[src/rtl/core/pksf_pkg.sv]
`timescale 1ns / 1ps
// ----------------------------------------------------------------------------
// pksf_pkg
// Types and constants shared by the shift register scanner and its queue.
// ----------------------------------------------------------------------------
package pksf_pkg;

	localparam int unsigned BYTE_BITS = 8;

	localparam logic [7:0] SCAN_PERIOD_RESET = 8'd16;

	typedef logic [BYTE_BITS-1:0] byte_t;

	typedef enum logic {
		KIND_TICK = 1'b0,
		KIND_POP  = 1'b1
	} item_kind_t;

	// Byte handed from the scanner to the queue
	typedef struct packed {
		logic  valid;
		byte_t data;
	} push_req_t;

	// Queue status seen by the scanner and the top level
	typedef struct packed {
		logic  empty;
		logic  full;
		byte_t head_data;
	} queue_stat_t;

endpackage

[src/rtl/core/pksf_ram.sv]
`timescale 1ns / 1ps
// ----------------------------------------------------------------------------
// pksf_ram
// Generic single write port, single read port RAM with registered read data.
// ----------------------------------------------------------------------------
module pksf_ram #(
	parameter int unsigned WIDTH = 8,
	parameter int unsigned DEPTH = 8
) (
	input  logic                     clk,
	input  logic                     we,
	input  logic [$clog2(DEPTH)-1:0] waddr,
	input  logic [WIDTH-1:0]         wdata,
	input  logic [$clog2(DEPTH)-1:0] raddr,
	output logic [WIDTH-1:0]         rdata
);

	logic [WIDTH-1:0] mem_q [DEPTH];

	always_ff @(posedge clk) begin
		if (we) begin
			mem_q[waddr] <= wdata;
		end
		rdata <= mem_q[raddr];
	end

endmodule

[src/rtl/core/pksf_queue.sv]
`timescale 1ns / 1ps
// ----------------------------------------------------------------------------
// pksf_queue
// Ring queue of scanned bytes. The RAM read address follows the next head
// pointer so the oldest byte is always ready in the registered read data.
// ----------------------------------------------------------------------------
module pksf_queue
	import pksf_pkg::*;
#(
	parameter int unsigned FIFO_DEPTH = 8
) (
	input  logic        clk,
	input  logic        arst_n,
	input  push_req_t   push,
	input  logic        pop,
	output queue_stat_t stat
);

	localparam int unsigned PTR_W = $clog2(FIFO_DEPTH);
	localparam logic [PTR_W-1:0] PTR_LAST = PTR_W'(FIFO_DEPTH - 1);

	logic [PTR_W-1:0] head_q;
	logic [PTR_W-1:0] tail_q;
	logic [PTR_W-1:0] head_d;
	logic [PTR_W-1:0] head_inc;
	logic [PTR_W-1:0] tail_inc;
	logic             pop_ok;
	logic             bypass_q;
	byte_t            bypass_data_q;
	byte_t            ram_rdata;

	assign head_inc = (head_q == PTR_LAST) ? '0 : head_q + 1'b1;
	assign tail_inc = (tail_q == PTR_LAST) ? '0 : tail_q + 1'b1;

	assign stat.empty = (head_q == tail_q);
	assign stat.full  = (tail_inc == head_q);

	assign pop_ok = pop && !stat.empty;
	assign head_d = pop_ok ? head_inc : head_q;

	always_ff @(posedge clk or negedge arst_n) begin
		if (!arst_n) begin
			head_q   <= '0;
			tail_q   <= '0;
			bypass_q <= 1'b0;
		end else begin
			head_q   <= head_d;
			if (push.valid) begin
				tail_q <= tail_inc;
			end
			// a byte written to the slot being read lands too late for the RAM
			bypass_q <= push.valid && (tail_q == head_d);
		end
	end

	always_ff @(posedge clk) begin
		bypass_data_q <= push.data;
	end

	pksf_ram #(
		.WIDTH(BYTE_BITS),
		.DEPTH(FIFO_DEPTH)
	) u_ram (
		.clk  (clk),
		.we   (push.valid),
		.waddr(tail_q),
		.wdata(push.data),
		.raddr(head_d),
		.rdata(ram_rdata)
	);

	assign stat.head_data = bypass_q ? bypass_data_q : ram_rdata;

endmodule

[src/rtl/core/pksf_scan.sv]
`timescale 1ns / 1ps
// ----------------------------------------------------------------------------
// pksf_scan
// Serial clock, load line and bit capture for the external shift register.
// ----------------------------------------------------------------------------
module pksf_scan
	import pksf_pkg::*;
(
	input  logic        clk,
	input  logic        arst_n,
	input  logic        tick,
	input  logic        serial_in,
	input  logic [7:0]  scan_period,
	input  queue_stat_t qstat,
	output logic        clock_level,
	output logic        load_level,
	output logic        load_after_tick,
	output push_req_t   push
);

	localparam logic [3:0] BITS_FULL = 4'(BYTE_BITS);

	logic       clock_level_q;
	logic       load_level_q;
	logic [7:0] cycle_count_q;
	logic [3:0] bits_left_q;
	byte_t      shift_byte_q;

	logic       active;
	logic       load_d;
	logic [7:0] cycle_count_d;
	logic [3:0] bits_left_d;
	byte_t      shift_byte_d;
	logic [3:0] bits_now;
	logic [2:0] bit_idx;
	logic [8:0] count_inc;

	// work happens only on ticks where the clock is low
	assign active    = tick && !clock_level_q;
	assign bits_now  = (cycle_count_q == 8'd1) ? BITS_FULL : bits_left_q;
	assign bit_idx   = 3'(bits_now - 4'd1);
	assign count_inc = {1'b0, cycle_count_q} + 9'd1;

	always_comb begin
		load_d        = load_level_q;
		cycle_count_d = cycle_count_q;
		bits_left_d   = bits_left_q;
		shift_byte_d  = shift_byte_q;
		push.valid    = 1'b0;
		push.data     = shift_byte_q;
		if (active) begin
			load_d        = (cycle_count_q != 8'd0);
			cycle_count_d = (count_inc >= {1'b0, scan_period}) ? 8'd0 : count_inc[7:0];
			if (bits_now != 4'd0) begin
				shift_byte_d          = shift_byte_q;
				shift_byte_d[bit_idx] = shift_byte_q[bit_idx] | serial_in;
				bits_left_d           = bits_now - 4'd1;
			end else begin
				// drop the byte if zero or if the queue is full
				push.valid   = (shift_byte_q != '0) && !qstat.full;
				shift_byte_d = '0;
				bits_left_d  = bits_now;
			end
		end
	end

	always_ff @(posedge clk or negedge arst_n) begin
		if (!arst_n) begin
			clock_level_q <= 1'b0;
			load_level_q  <= 1'b1;
			cycle_count_q <= '0;
			bits_left_q   <= '0;
			shift_byte_q  <= '0;
		end else begin
			if (tick) begin
				clock_level_q <= !clock_level_q;
			end
			load_level_q  <= load_d;
			cycle_count_q <= cycle_count_d;
			bits_left_q   <= bits_left_d;
			shift_byte_q  <= shift_byte_d;
		end
	end

	assign clock_level     = clock_level_q;
	assign load_level      = load_level_q;
	assign load_after_tick = load_d;

endmodule

[src/rtl/core/piso_key_scanner_fifo.sv]
`timescale 1ns / 1ps
// ----------------------------------------------------------------------------
// piso_key_scanner_fifo
// Scanner for an external parallel-in serial-out shift register with a queue.
// ----------------------------------------------------------------------------
// Items enter on the item channel (item_valid / item_stall): kind 0 is a timer
// tick carrying the serial_in level, kind 1 pops the oldest queued byte.
// Every item gives one transaction on the result channel (result_valid /
// result_stall) with the serial clock level, the load line and read_data.
// An accepted item sits in the input register until the output register can
// advance; that edge loads its result into the output register, and the
// result is offered from that edge on. One item per cycle is sustained
// while the receiver does not stall; the only per-item loop is the state
// update and one queue RAM access.
// When the receiver stalls, the output register holds its transaction and
// the input register still takes one more item before item_stall rises.
// scan_period is written through cfg_valid / cfg_ready / cfg_data; cfg_ready
// is always high. Write it only while no item is in flight.
// Reset clears the valid bits of both registers, the scan state and the queue
// pointers and sets scan_period to 16; queue contents are not cleared.
// ----------------------------------------------------------------------------
module piso_key_scanner_fifo
	import pksf_pkg::*;
#(
	parameter int unsigned FIFO_DEPTH = 8
) (
	input  logic       clk,
	input  logic       arst_n,
	input  logic       item_valid,
	output logic       item_stall,
	input  logic       kind,
	input  logic       serial_in,
	output logic       result_valid,
	input  logic       result_stall,
	output logic       clock_out,
	output logic       load_n_out,
	output logic [7:0] read_data,
	input  logic       cfg_valid,
	output logic       cfg_ready,
	input  logic [7:0] cfg_data
);

	logic        s1_valid_s1;
	item_kind_t  kind_s1;
	logic        serial_in_s1;
	logic        result_valid_q;
	logic        clock_out_q;
	logic        load_n_out_q;
	byte_t       read_data_q;
	logic [7:0]  scan_period_q;

	logic        advance;
	logic        fire;
	logic        tick;
	logic        pop;
	logic        clock_level;
	logic        load_level;
	logic        load_after_tick;
	push_req_t   push;
	queue_stat_t qstat;

	assign advance    = !result_valid_q || !result_stall;
	assign fire       = s1_valid_s1 && advance;
	assign item_stall = s1_valid_s1 && !advance;
	assign tick       = fire && (kind_s1 == KIND_TICK);
	assign pop        = fire && (kind_s1 == KIND_POP);
	assign cfg_ready  = 1'b1;

	always_ff @(posedge clk or negedge arst_n) begin
		if (!arst_n) begin
			scan_period_q <= SCAN_PERIOD_RESET;
		end else if (cfg_valid && cfg_ready) begin
			scan_period_q <= cfg_data;
		end
	end

	// input register
	always_ff @(posedge clk or negedge arst_n) begin
		if (!arst_n) begin
			s1_valid_s1 <= 1'b0;
		end else if (!item_stall) begin
			s1_valid_s1 <= item_valid;
		end
	end

	always_ff @(posedge clk) begin
		if (!item_stall) begin
			kind_s1      <= item_kind_t'(kind);
			serial_in_s1 <= serial_in;
		end
	end

	pksf_scan u_scan (
		.clk            (clk),
		.arst_n         (arst_n),
		.tick           (tick),
		.serial_in      (serial_in_s1),
		.scan_period    (scan_period_q),
		.qstat          (qstat),
		.clock_level    (clock_level),
		.load_level     (load_level),
		.load_after_tick(load_after_tick),
		.push           (push)
	);

	pksf_queue #(
		.FIFO_DEPTH(FIFO_DEPTH)
	) u_queue (
		.clk   (clk),
		.arst_n(arst_n),
		.push  (push),
		.pop   (pop),
		.stat  (qstat)
	);

	// output register
	always_ff @(posedge clk or negedge arst_n) begin
		if (!arst_n) begin
			result_valid_q <= 1'b0;
		end else if (advance) begin
			result_valid_q <= s1_valid_s1;
		end
	end

	always_ff @(posedge clk) begin
		if (fire) begin
			clock_out_q  <= clock_level;
			load_n_out_q <= tick ? load_after_tick : load_level;
			read_data_q  <= (pop && !qstat.empty) ? qstat.head_data : '0;
		end
	end

	assign result_valid = result_valid_q;
	assign clock_out    = clock_out_q;
	assign load_n_out   = load_n_out_q;
	assign read_data    = read_data_q;

	a_no_stall_when_out_free: assert property (@(posedge clk) disable iff (!arst_n)
		!result_valid_q |-> !item_stall)
		else $error("input stalled while output register is free");

	a_result_from_fire: assert property (@(posedge clk) disable iff (!arst_n)
		$rose(result_valid_q) |-> $past(fire))
		else $error("result appeared without a processed item");

	a_empty_pop_zero: assert property (@(posedge clk) disable iff (!arst_n)
		(pop && qstat.empty) |=> (read_data_q == '0))
		else $error("pop of empty queue returned data");

	a_tick_zero: assert property (@(posedge clk) disable iff (!arst_n)
		tick |=> (read_data_q == '0))
		else $error("tick result carried read data");

endmodule

[config.mk]
export PLATFORM = sky130hd
export DESIGN_NAME = piso_key_scanner_fifo
export DESIGN_NICKNAME = d
export VERILOG_FILES = /design/src/rtl/core/pksf_pkg.sv /design/src/rtl/core/pksf_ram.sv /design/src/rtl/core/pksf_queue.sv /design/src/rtl/core/pksf_scan.sv /design/src/rtl/core/piso_key_scanner_fifo.sv
export SDC_FILE = /design/constraint.sdc
export NUM_CORES = 1
export LEC_CHECK = 0
export ABC_AREA = 1
export BUFFER_PORTS_ARGS = -buffer_cell sky130_fd_sc_hd__buf_2
export CAP_MARGIN = 20
export CORE_MARGIN = 4
export CORE_UTILIZATION = 25
export CTS_BUF_LIST = sky130_fd_sc_hd__clkbuf_16
export DETAILED_ROUTE_END_ITERATION = 8
export PLACE_DENSITY = 0.4
export SLEW_MARGIN = 10
export SYNTH_ARGS = -nofsm -noshare
export SYNTH_HDL_FRONTEND = slang
export SYNTH_HIERARCHICAL = 1
export SYNTH_SLANG_ARGS = --single-unit
[constraint.sdc]
create_clock -name clk -period 3.3 [get_ports clk]
set_input_delay 0.165 -clock clk [delete_from_list [all_inputs] [get_ports clk]]
set_output_delay 0.165 -clock clk [all_outputs]
set_load 0.05 [all_outputs]
==> impl_metrics.yaml, run 1 <==
run_status:
  status: "finished, final reports clean"
place:
  port_buffers: 26
  hpwl_um: 10530
  gp_congestion: 0.7292
  dp_slack_ns: 0.4948
drt:
  post_drt_wl_per_cell_um: 13.92
  first_pass_iters: 4
  drc_errors: 0
  drt_wl_total_um: 15280
  drt-vias-per-instance: 4.042
  dr.first_iter.drc_count: 207
  vias: 4438
  final_antenna_net_count: 0
floorplanning:
  num_rows: 57
  start_util_pct: 25.64
  pin_count: 28
  core_area_um2: 24600
  die_w_um: 166.9
  die_area_um2: 27850
  fp.dieH_um: 166.9
clock_tree:
  cts.reportedPaths.clkPinSlew_ns: 0.06
  insertion_delay_ns: 0.43
  htreeDepth: 4
  cts_max_path_buffers: 2
  cts_buffers: 17
  cts_num_sinks: 131
  post_cts_buffers: 0
  cts_tree: "built"
  clockRootBuffer: "clkbuf_16"
synth:
  synth_warnings: 6
  synth_cell_type_count: 40
  syn_nets: 732
  syn-cell-area_um2: 6310
  synth_area_per_cell_um2: 9.001
  synth_cells: 701
  ys_seq_area_share_pct: 56.75
  ys_ff_latch: 131
power_and_ir_drop:
  worst_ir_drop_vdd_v: 0.0002910
  pwr-share-seq_pct: 33.8
  p_clk_share_pct: 26.7
  combPwrFrac_pct: 39.5
  switching_share_pct: 41.13
  p_sw_w: 0.002879
  pwr_density_cell_nw_per_um2: 924.7
  internal_power_w: 0.004121
  leakagePower_nw: 3.597
worst_setup_path:
  path_max_fanout: 8
  slowest_stage: "dfrtp_1"
  path_class: "reg -> reg"
  cp-start-kind: "register"
  max_stage_delay_ns: 0.45
  worstPathCellList: "ha_1, ha_1, nor2_1, xor2_1, nor3_1, or2_2, a211oi_1, nand2_1, nor2_1, buf_4"
  cp-end-kind: "register"
  critPathBufInv: 1
  cp.arrival_ns: 2.90
  cp_top_family: "simple AND/OR/NAND/NOR gates"
  required_ns: 3.43
sta:
  period_minus_slack_ns: 2.765
  rsz0062_at_grt: "false"
  tns_ns: 0
  period_share_pct: 83.77
  fin_skew_ns: 0.01706
  setup_viol: 0
  slew-limit-headroom_pct: 37.19
  setup_ws_ns: 0.5355
  worst_pin_slew_ns: 0.9422
  fmax_mhz: 361.7
  drv_slew: 0
  report.final.hold_viol_count: 0
finish:
  num-nets-final: 792
  multi_input_area_um2: 2103
  n_antenna_cell: 0
  regArea_um2: 3581
  fillers: 2600
  drive_gt1_share_pct: 15.76
  area_growth_pct: 19.97
global_routing:
  track_usage_pct: 11.41
  antenna_found_initial: 0
  overflow: 0
  grt_max_degree: 40
  grt_pass1_vias: 4400
  grt_first_pass_wirelength_um: 24320
flow_run:
  drv_cap: 0
worst_hold_path:
  hp-class: "in -> reg"
[per-layer routing]
metal	global-route usage [%]	part of all wire, %	up-vias
met5	0	0	-
met4	3.700	1.5	0
met3	3.058	3.3	15
met2	19.39	50	63
met1	14.10	45	2051
li1	-	-	2309
[cells by family after synthesis]
kind of cell / count (synthesis) / synth area share [%]
other cells: 1 / 0.05943
fa+ha+maj: 16 / 3.173
mux: 8 / 1.428
xor+xnor: 9 / 1.249
compound gates: 34 / 3.093
flops: 131 / 56.75
simple gates: 355 / 24.33
buf+inv: 147 / 9.914
[worst reg2reg max path, stage by stage, from the launching register on]
cell and delay [ns]:
dfrtp_1 0.45, ha_1 0.21, ha_1 0.17, nor2_1 0.16, xor2_1 0.18, nor3_1 0.07, or2_2 0.29, a211oi_1 0.40
nand2_1 0.21, nor2_1 0.15, buf_4 0.19
[cell usage in the layout, fill, tap and decap left out, types with 2 or more instances in the layout]
| cell | synthesis | routed |
|---|---|---|
| a21oi_1 | 5 | 5 |
| clkbuf_16 | 0 | 18 |
| buf_4 | 6 | 21 |
| inv_6 | 0 | 7 |
| nand3_1 | 48 | 48 |
| xor2_1 | 6 | 6 |
| nand2_2 | 10 | 10 |
| nor2_4 | 2 | 2 |
| nand2_1 | 232 | 232 |
| dfxtp_1 | 16 | 16 |
| nor4_1 | 2 | 2 |
| nor3_1 | 2 | 2 |
| o22ai_1 | 6 | 6 |
| inv_4 | 1 | 3 |
| o21ai_0 | 19 | 19 |
| xnor2_1 | 3 | 3 |
| inv_1 | 123 | 124 |
| nor2_2 | 9 | 9 |
| buf_2 | 3 | 26 |
| nand3_2 | 3 | 3 |
| edfxtp_1 | 76 | 76 |
| dfstp_2 | 2 | 2 |
| nand4_1 | 3 | 3 |
| nor2_1 | 38 | 38 |
| mux2_2 | 8 | 8 |
| dlygate4sd3_1 | 0 | 12 |
| ha_1 | 16 | 16 |
| inv_2 | 4 | 4 |
| dfrtp_1 | 37 | 37 |
[cell type report]
cell class	instances	area share (%)
Multi-Input combinational cell	423	27.79
Clock inverter	14	1.785
Sequential cell	131	47.31
Clock buffer	18	5.950
Timing Repair Buffer	59	5.388
Tap cell	324	5.355
Inverter	129	6.430
[flip-flops by register name, indices dropped and copies added, names as in the netlist]
name	count
clock_out	1
u_queue/u_ram/rdata	8
u_scan/cycle_count_q	8
u_scan/clock_level	1
u_scan/load_level	1
read_data	8
u_queue/tail_q	3
u_scan/shift_byte_q	8
u_queue/head_q	3
scan_period_q	8
result_valid	1
u_queue/u_ram/mem_q	64
u_queue/bypass_data_q	8
u_queue/bypass_q	1
u_scan/bits_left_q	4
load_n_out	1
serial_in_s1	1
s1_valid_s1	1
kind_s1	1
[power by group through the flow]
stage	clock network, W	registers, W	logic, W
final	0.00187	0.00236	0.00276
after global placement	0	0.00240	0.00284
after CTS	0.00193	0.00237	0.00284
after global routing	0.00201	0.00241	0.00314
after floorplan	0	0.00246	0.00195
after detailed placement	0	0.00240	0.00281
[metrics by stage]
| stage | total power [W] | hold slack (ns) | cells | utilization, % | instance area, µm² |
|---|---|---|---|---|---|
| 2_1_floorplan | 0.004408 | -0.1306 | 701 | - | 6310 |
| 3_3_place_gp | 0.005242 | 0.3461 | 1054 | 27.90 | 6864 |
| 3_5_place_dp | 0.005214 | 0.3447 | 1054 | 27.90 | 6864 |
| 4_1_cts | 0.007134 | 0.06960 | 1098 | 30.77 | 7570 |
| 5_1_grt | 0.007554 | 0.1038 | 1098 | 30.77 | 7570 |
| 6_report | 0.007000 | 0.07184 | 1098 | 30.77 | 7570 |
[cells in the mapped netlist (all sizes together)]
master,n,share of area [%]
nor4,2,0.20
nand3,52,4.6
conb,1,0.059
and3,1,0.099
edfxtp,76,36
o21ai,21,1.8
clkinv,1,0.059
nand4,4,0.63
dfstp,2,0.83
nor2,49,3.5
clkbuf,3,0.18
a211oi,1,0.12
nor3,2,0.16
inv,128,7.7
a21oi,5,0.40
o22ai,6,0.59
buf,15,2.0
a41oi,1,0.14
xnor2,3,0.42
dfxtp,16,5.1
ha,16,3.2
mux2,8,1.4
dfrtp,37,15
or2,2,0.20
xor2,6,0.83
nand2,243,15
[worst paths after layout]
path,startpoint,endpoint,slack (ns),cells after the start
setup / recovery,u_queue/tail_q[1],u_queue/u_ram/mem_q[1][1],0.54,10
hold / removal,cfg_valid,scan_period_q[4],0.07,3
setup reg to reg,u_queue/tail_q[1],u_queue/u_ram/mem_q[1][1],0.54,10
hold reg to reg,scan_period_q[4],scan_period_q[4],0.48,2
max in group asynchronous,arst_n,u_scan/shift_byte_q[0],2.28,2
min in group asynchronous,arst_n,u_queue/bypass_q,0.42,2
[timing repair]
action,4_1_cts,5_1_grt
hold buffers,12,0
hold endpoints to repair,48,0
gates resized for setup,0,0
Power figures use the tool's default switching activity.
==> run 2: changes to the inputs <==
--- a/config.mk
+++ b/config.mk
@@ -12,7 +12,7 @@
 export CORE_UTILIZATION = 25
 export CTS_BUF_LIST = sky130_fd_sc_hd__clkbuf_16
 export DETAILED_ROUTE_END_ITERATION = 8
-export PLACE_DENSITY = 0.4
+export PLACE_DENSITY = 0.41
 export SLEW_MARGIN = 10
 export SYNTH_ARGS = -nofsm -noshare
 export SYNTH_HDL_FRONTEND = slang
==> constraint.sdc (replaced) <==
create_clock -name clk -period 2.2 [get_ports clk]
set_input_delay 0.11 -clock clk [delete_from_list [all_inputs] [get_ports clk]]
set_output_delay 0.11 -clock clk [all_outputs]
set_load 0.05 [all_outputs]
==> impl_metrics.yaml, run 2 (same netlist as run 1, synthesis figures left out) <==
worst_setup_path:
  r2r_start: "u_queue/tail_q[0]"
  crit_path_start: "u_queue/tail_q[0]"
  cp.depth: 8
  slowest_stage: "dfrtp_2"
  worst_r2r_path_depth: 8
  path_max_fanout: 8
  critPathBufInv: 0
  cp_top_family: "simple AND/OR/NAND/NOR gates"
  cp-start-kind: "register"
  cp.arrival_ns: 2.49
  max_stage_delay_ns: 0.42
  required_ns: 2.30
  reg2reg_slack_ns: -0.19
  worstPathCellList: "ha_4, ha_4, xor2_1, nor3_1, or2_4, a211oi_4, nand2_4, nor2_4"
  path_class: "reg -> reg"
  worst_path_most_repeated_cell: "ha_4"
  cp-endpoint: "u_queue/u_ram/mem_q[1][6]"
  r2r_end: "u_queue/u_ram/mem_q[1][6]"
  cp-end-kind: "register"
sta:
  fmax_mhz: 419.0
  setup_ws_ns: -0.1868
  rsz0062_at_grt: "true"
  fin_skew_ns: 0.02305
  period_minus_slack_ns: 2.387
  setup_viol: 64
  tns_ns: -10.21
  period_share_pct: 108.5
  report.final.hold_viol_count: 0
  drv_slew: 0
clock_tree:
  cts_num_sinks: 131
  cts_tree: "built"
  htreeDepth: 4
  cts_max_path_buffers: 2
  cts_buffers: 17
  cts.reportedPaths.clkPinSlew_ns: 0.07
  clockRootBuffer: "clkbuf_16"
  insertion_delay_ns: 0.43
power_and_ir_drop:
  p_sw_w: 0.004727
  leakagePower_nw: 3.861
  pwr-share-seq_pct: 29.5
  combPwrFrac_pct: 44.8
  internal_power_w: 0.007004
  p_clk_share_pct: 25.7
  pwr_density_cell_nw_per_um2: 1429
  switching_share_pct: 40.30
  worst_ir_drop_vdd_v: 0.0005492
place:
  gp_congestion: 0.7469
  port_buffers: 26
  hpwl_um: 10670
  place_area_um2: 7298
  dp_slack_ns: -0.2330
drt:
  vias: 4524
  drt_wl_total_um: 15200
  drt-vias-per-instance: 3.982
  first_pass_iters: 4
  post_drt_wl_per_cell_um: 13.38
  drc_errors: 0
  final_antenna_net_count: 0
  dr.first_iter.drc_count: 174
floorplanning:
  start_util_pct: 25.64
  die_w_um: 166.9
  num_rows: 57
  core_area_um2: 24600
  fp.dieH_um: 166.9
  die_area_um2: 27850
  pin_count: 28
run_status:
  status: "finished, violations left"
  violations: "setup timing"
global_routing:
  overflow: 0
  track_usage_pct: 11.44
  grt_pass1_vias: 4735
  grt_first_pass_wirelength_um: 25070
  grt_max_degree: 32
  antenna_found_initial: 0
flow_run:
  drv_cap: 0
finish:
  final_area_um2: 8208
  num-nets-final: 830
  n_antenna_cell: 0
  mostFrequentLayoutCell: "nand2_1"
  largest_reg_flops: 64
  final_cell_mix: "nand2_1 (224), inv_1 (117), edfxtp_1 (76)"
  area_growth_pct: 30.08
  drive_gt1_share_pct: 25.49
  regMostFlops: "u_queue/u_ram/mem_q"
worst_hold_path:
  min_from: "cfg_valid"
  hp-class: "in -> reg"
## run 2: cell types whose count changed in the layout (fill, tap and decap cells not counted), moves of 8 or more
cell	previous run	this run
nor2_4	2	13
nand2_1	232	224
nor2_1	38	28
buf_4	21	54
## run 2: power by group through the flow
stage / Combinational (W) / Sequential (W) / Clock (W)
floorplan: 0.00316 / 0.00371 / 0
global placement: 0.00512 / 0.00351 / 0
detailed placement: 0.00510 / 0.00351 / 0
CTS: 0.00526 / 0.00346 / 0.00312
global route: 0.00594 / 0.00351 / 0.00323
finish: 0.00525 / 0.00346 / 0.00302
## run 2: area by class of cell
type,instances,area [µm²]
tap,324,405.4
timing repair buffer,97,729.5
sequential,131,3585
clock buffer,17,425.4
inverter,129,486.7
multi-input combinational,423,2377
clock inverter,15,198.9
fill,2569,16400
## run 2: worst min path at each step
stage	depth (start not counted)	slack [ns]	endpoint
after floorplan	0	-0.19	result_valid
after global placement	1	-0.03	scan_period_q[1]
after detailed placement	1	-0.03	scan_period_q[1]
after CTS	3	0.005	scan_period_q[4]
after global routing	3	0.04	scan_period_q[4]
final	3	0.02	scan_period_q[4]
## run 2: layer usage
metal  track usage (%)  share of wire, %  wire (µm)  up-vias
met1             14.98                48       7277     2082
met5                 0                 0          0        -
met4             2.882              0.64         97        0
li1                  -                 -          -     2388
met3             2.655               2.3        354        9
met2             19.18                49       7469       45
## run 2: worst register-to-register path, cell delays in order (launching register included)
cell and delay (ns):
dfrtp_2 0.42, ha_4 0.17, ha_4 0.26, xor2_1 0.16, nor3_1 0.08, or2_4 0.26
a211oi_4 0.28, nand2_4 0.17, nor2_4 0.28
## run 2: timing repair
item	CTS	global route
pin swaps	9	8
resized for setup	17	18
hold buffers	12	0
setup buffers	4	0
setup endpoints to repair	72	87
hold endpoints to repair	49	0
## run 2: stage by stage
stage	hold WS [ns]	utilization [%]	instances	total power, W
floorplan	-0.1856	-	701	0.006877
global placement	-0.02806	29.66	1089	0.008631
detailed placement	-0.02640	29.66	1089	0.008609
CTS	0.004935	33.15	1137	0.01185
global route	0.04137	33.36	1136	0.01268
finish	0.01997	33.36	1136	0.01173
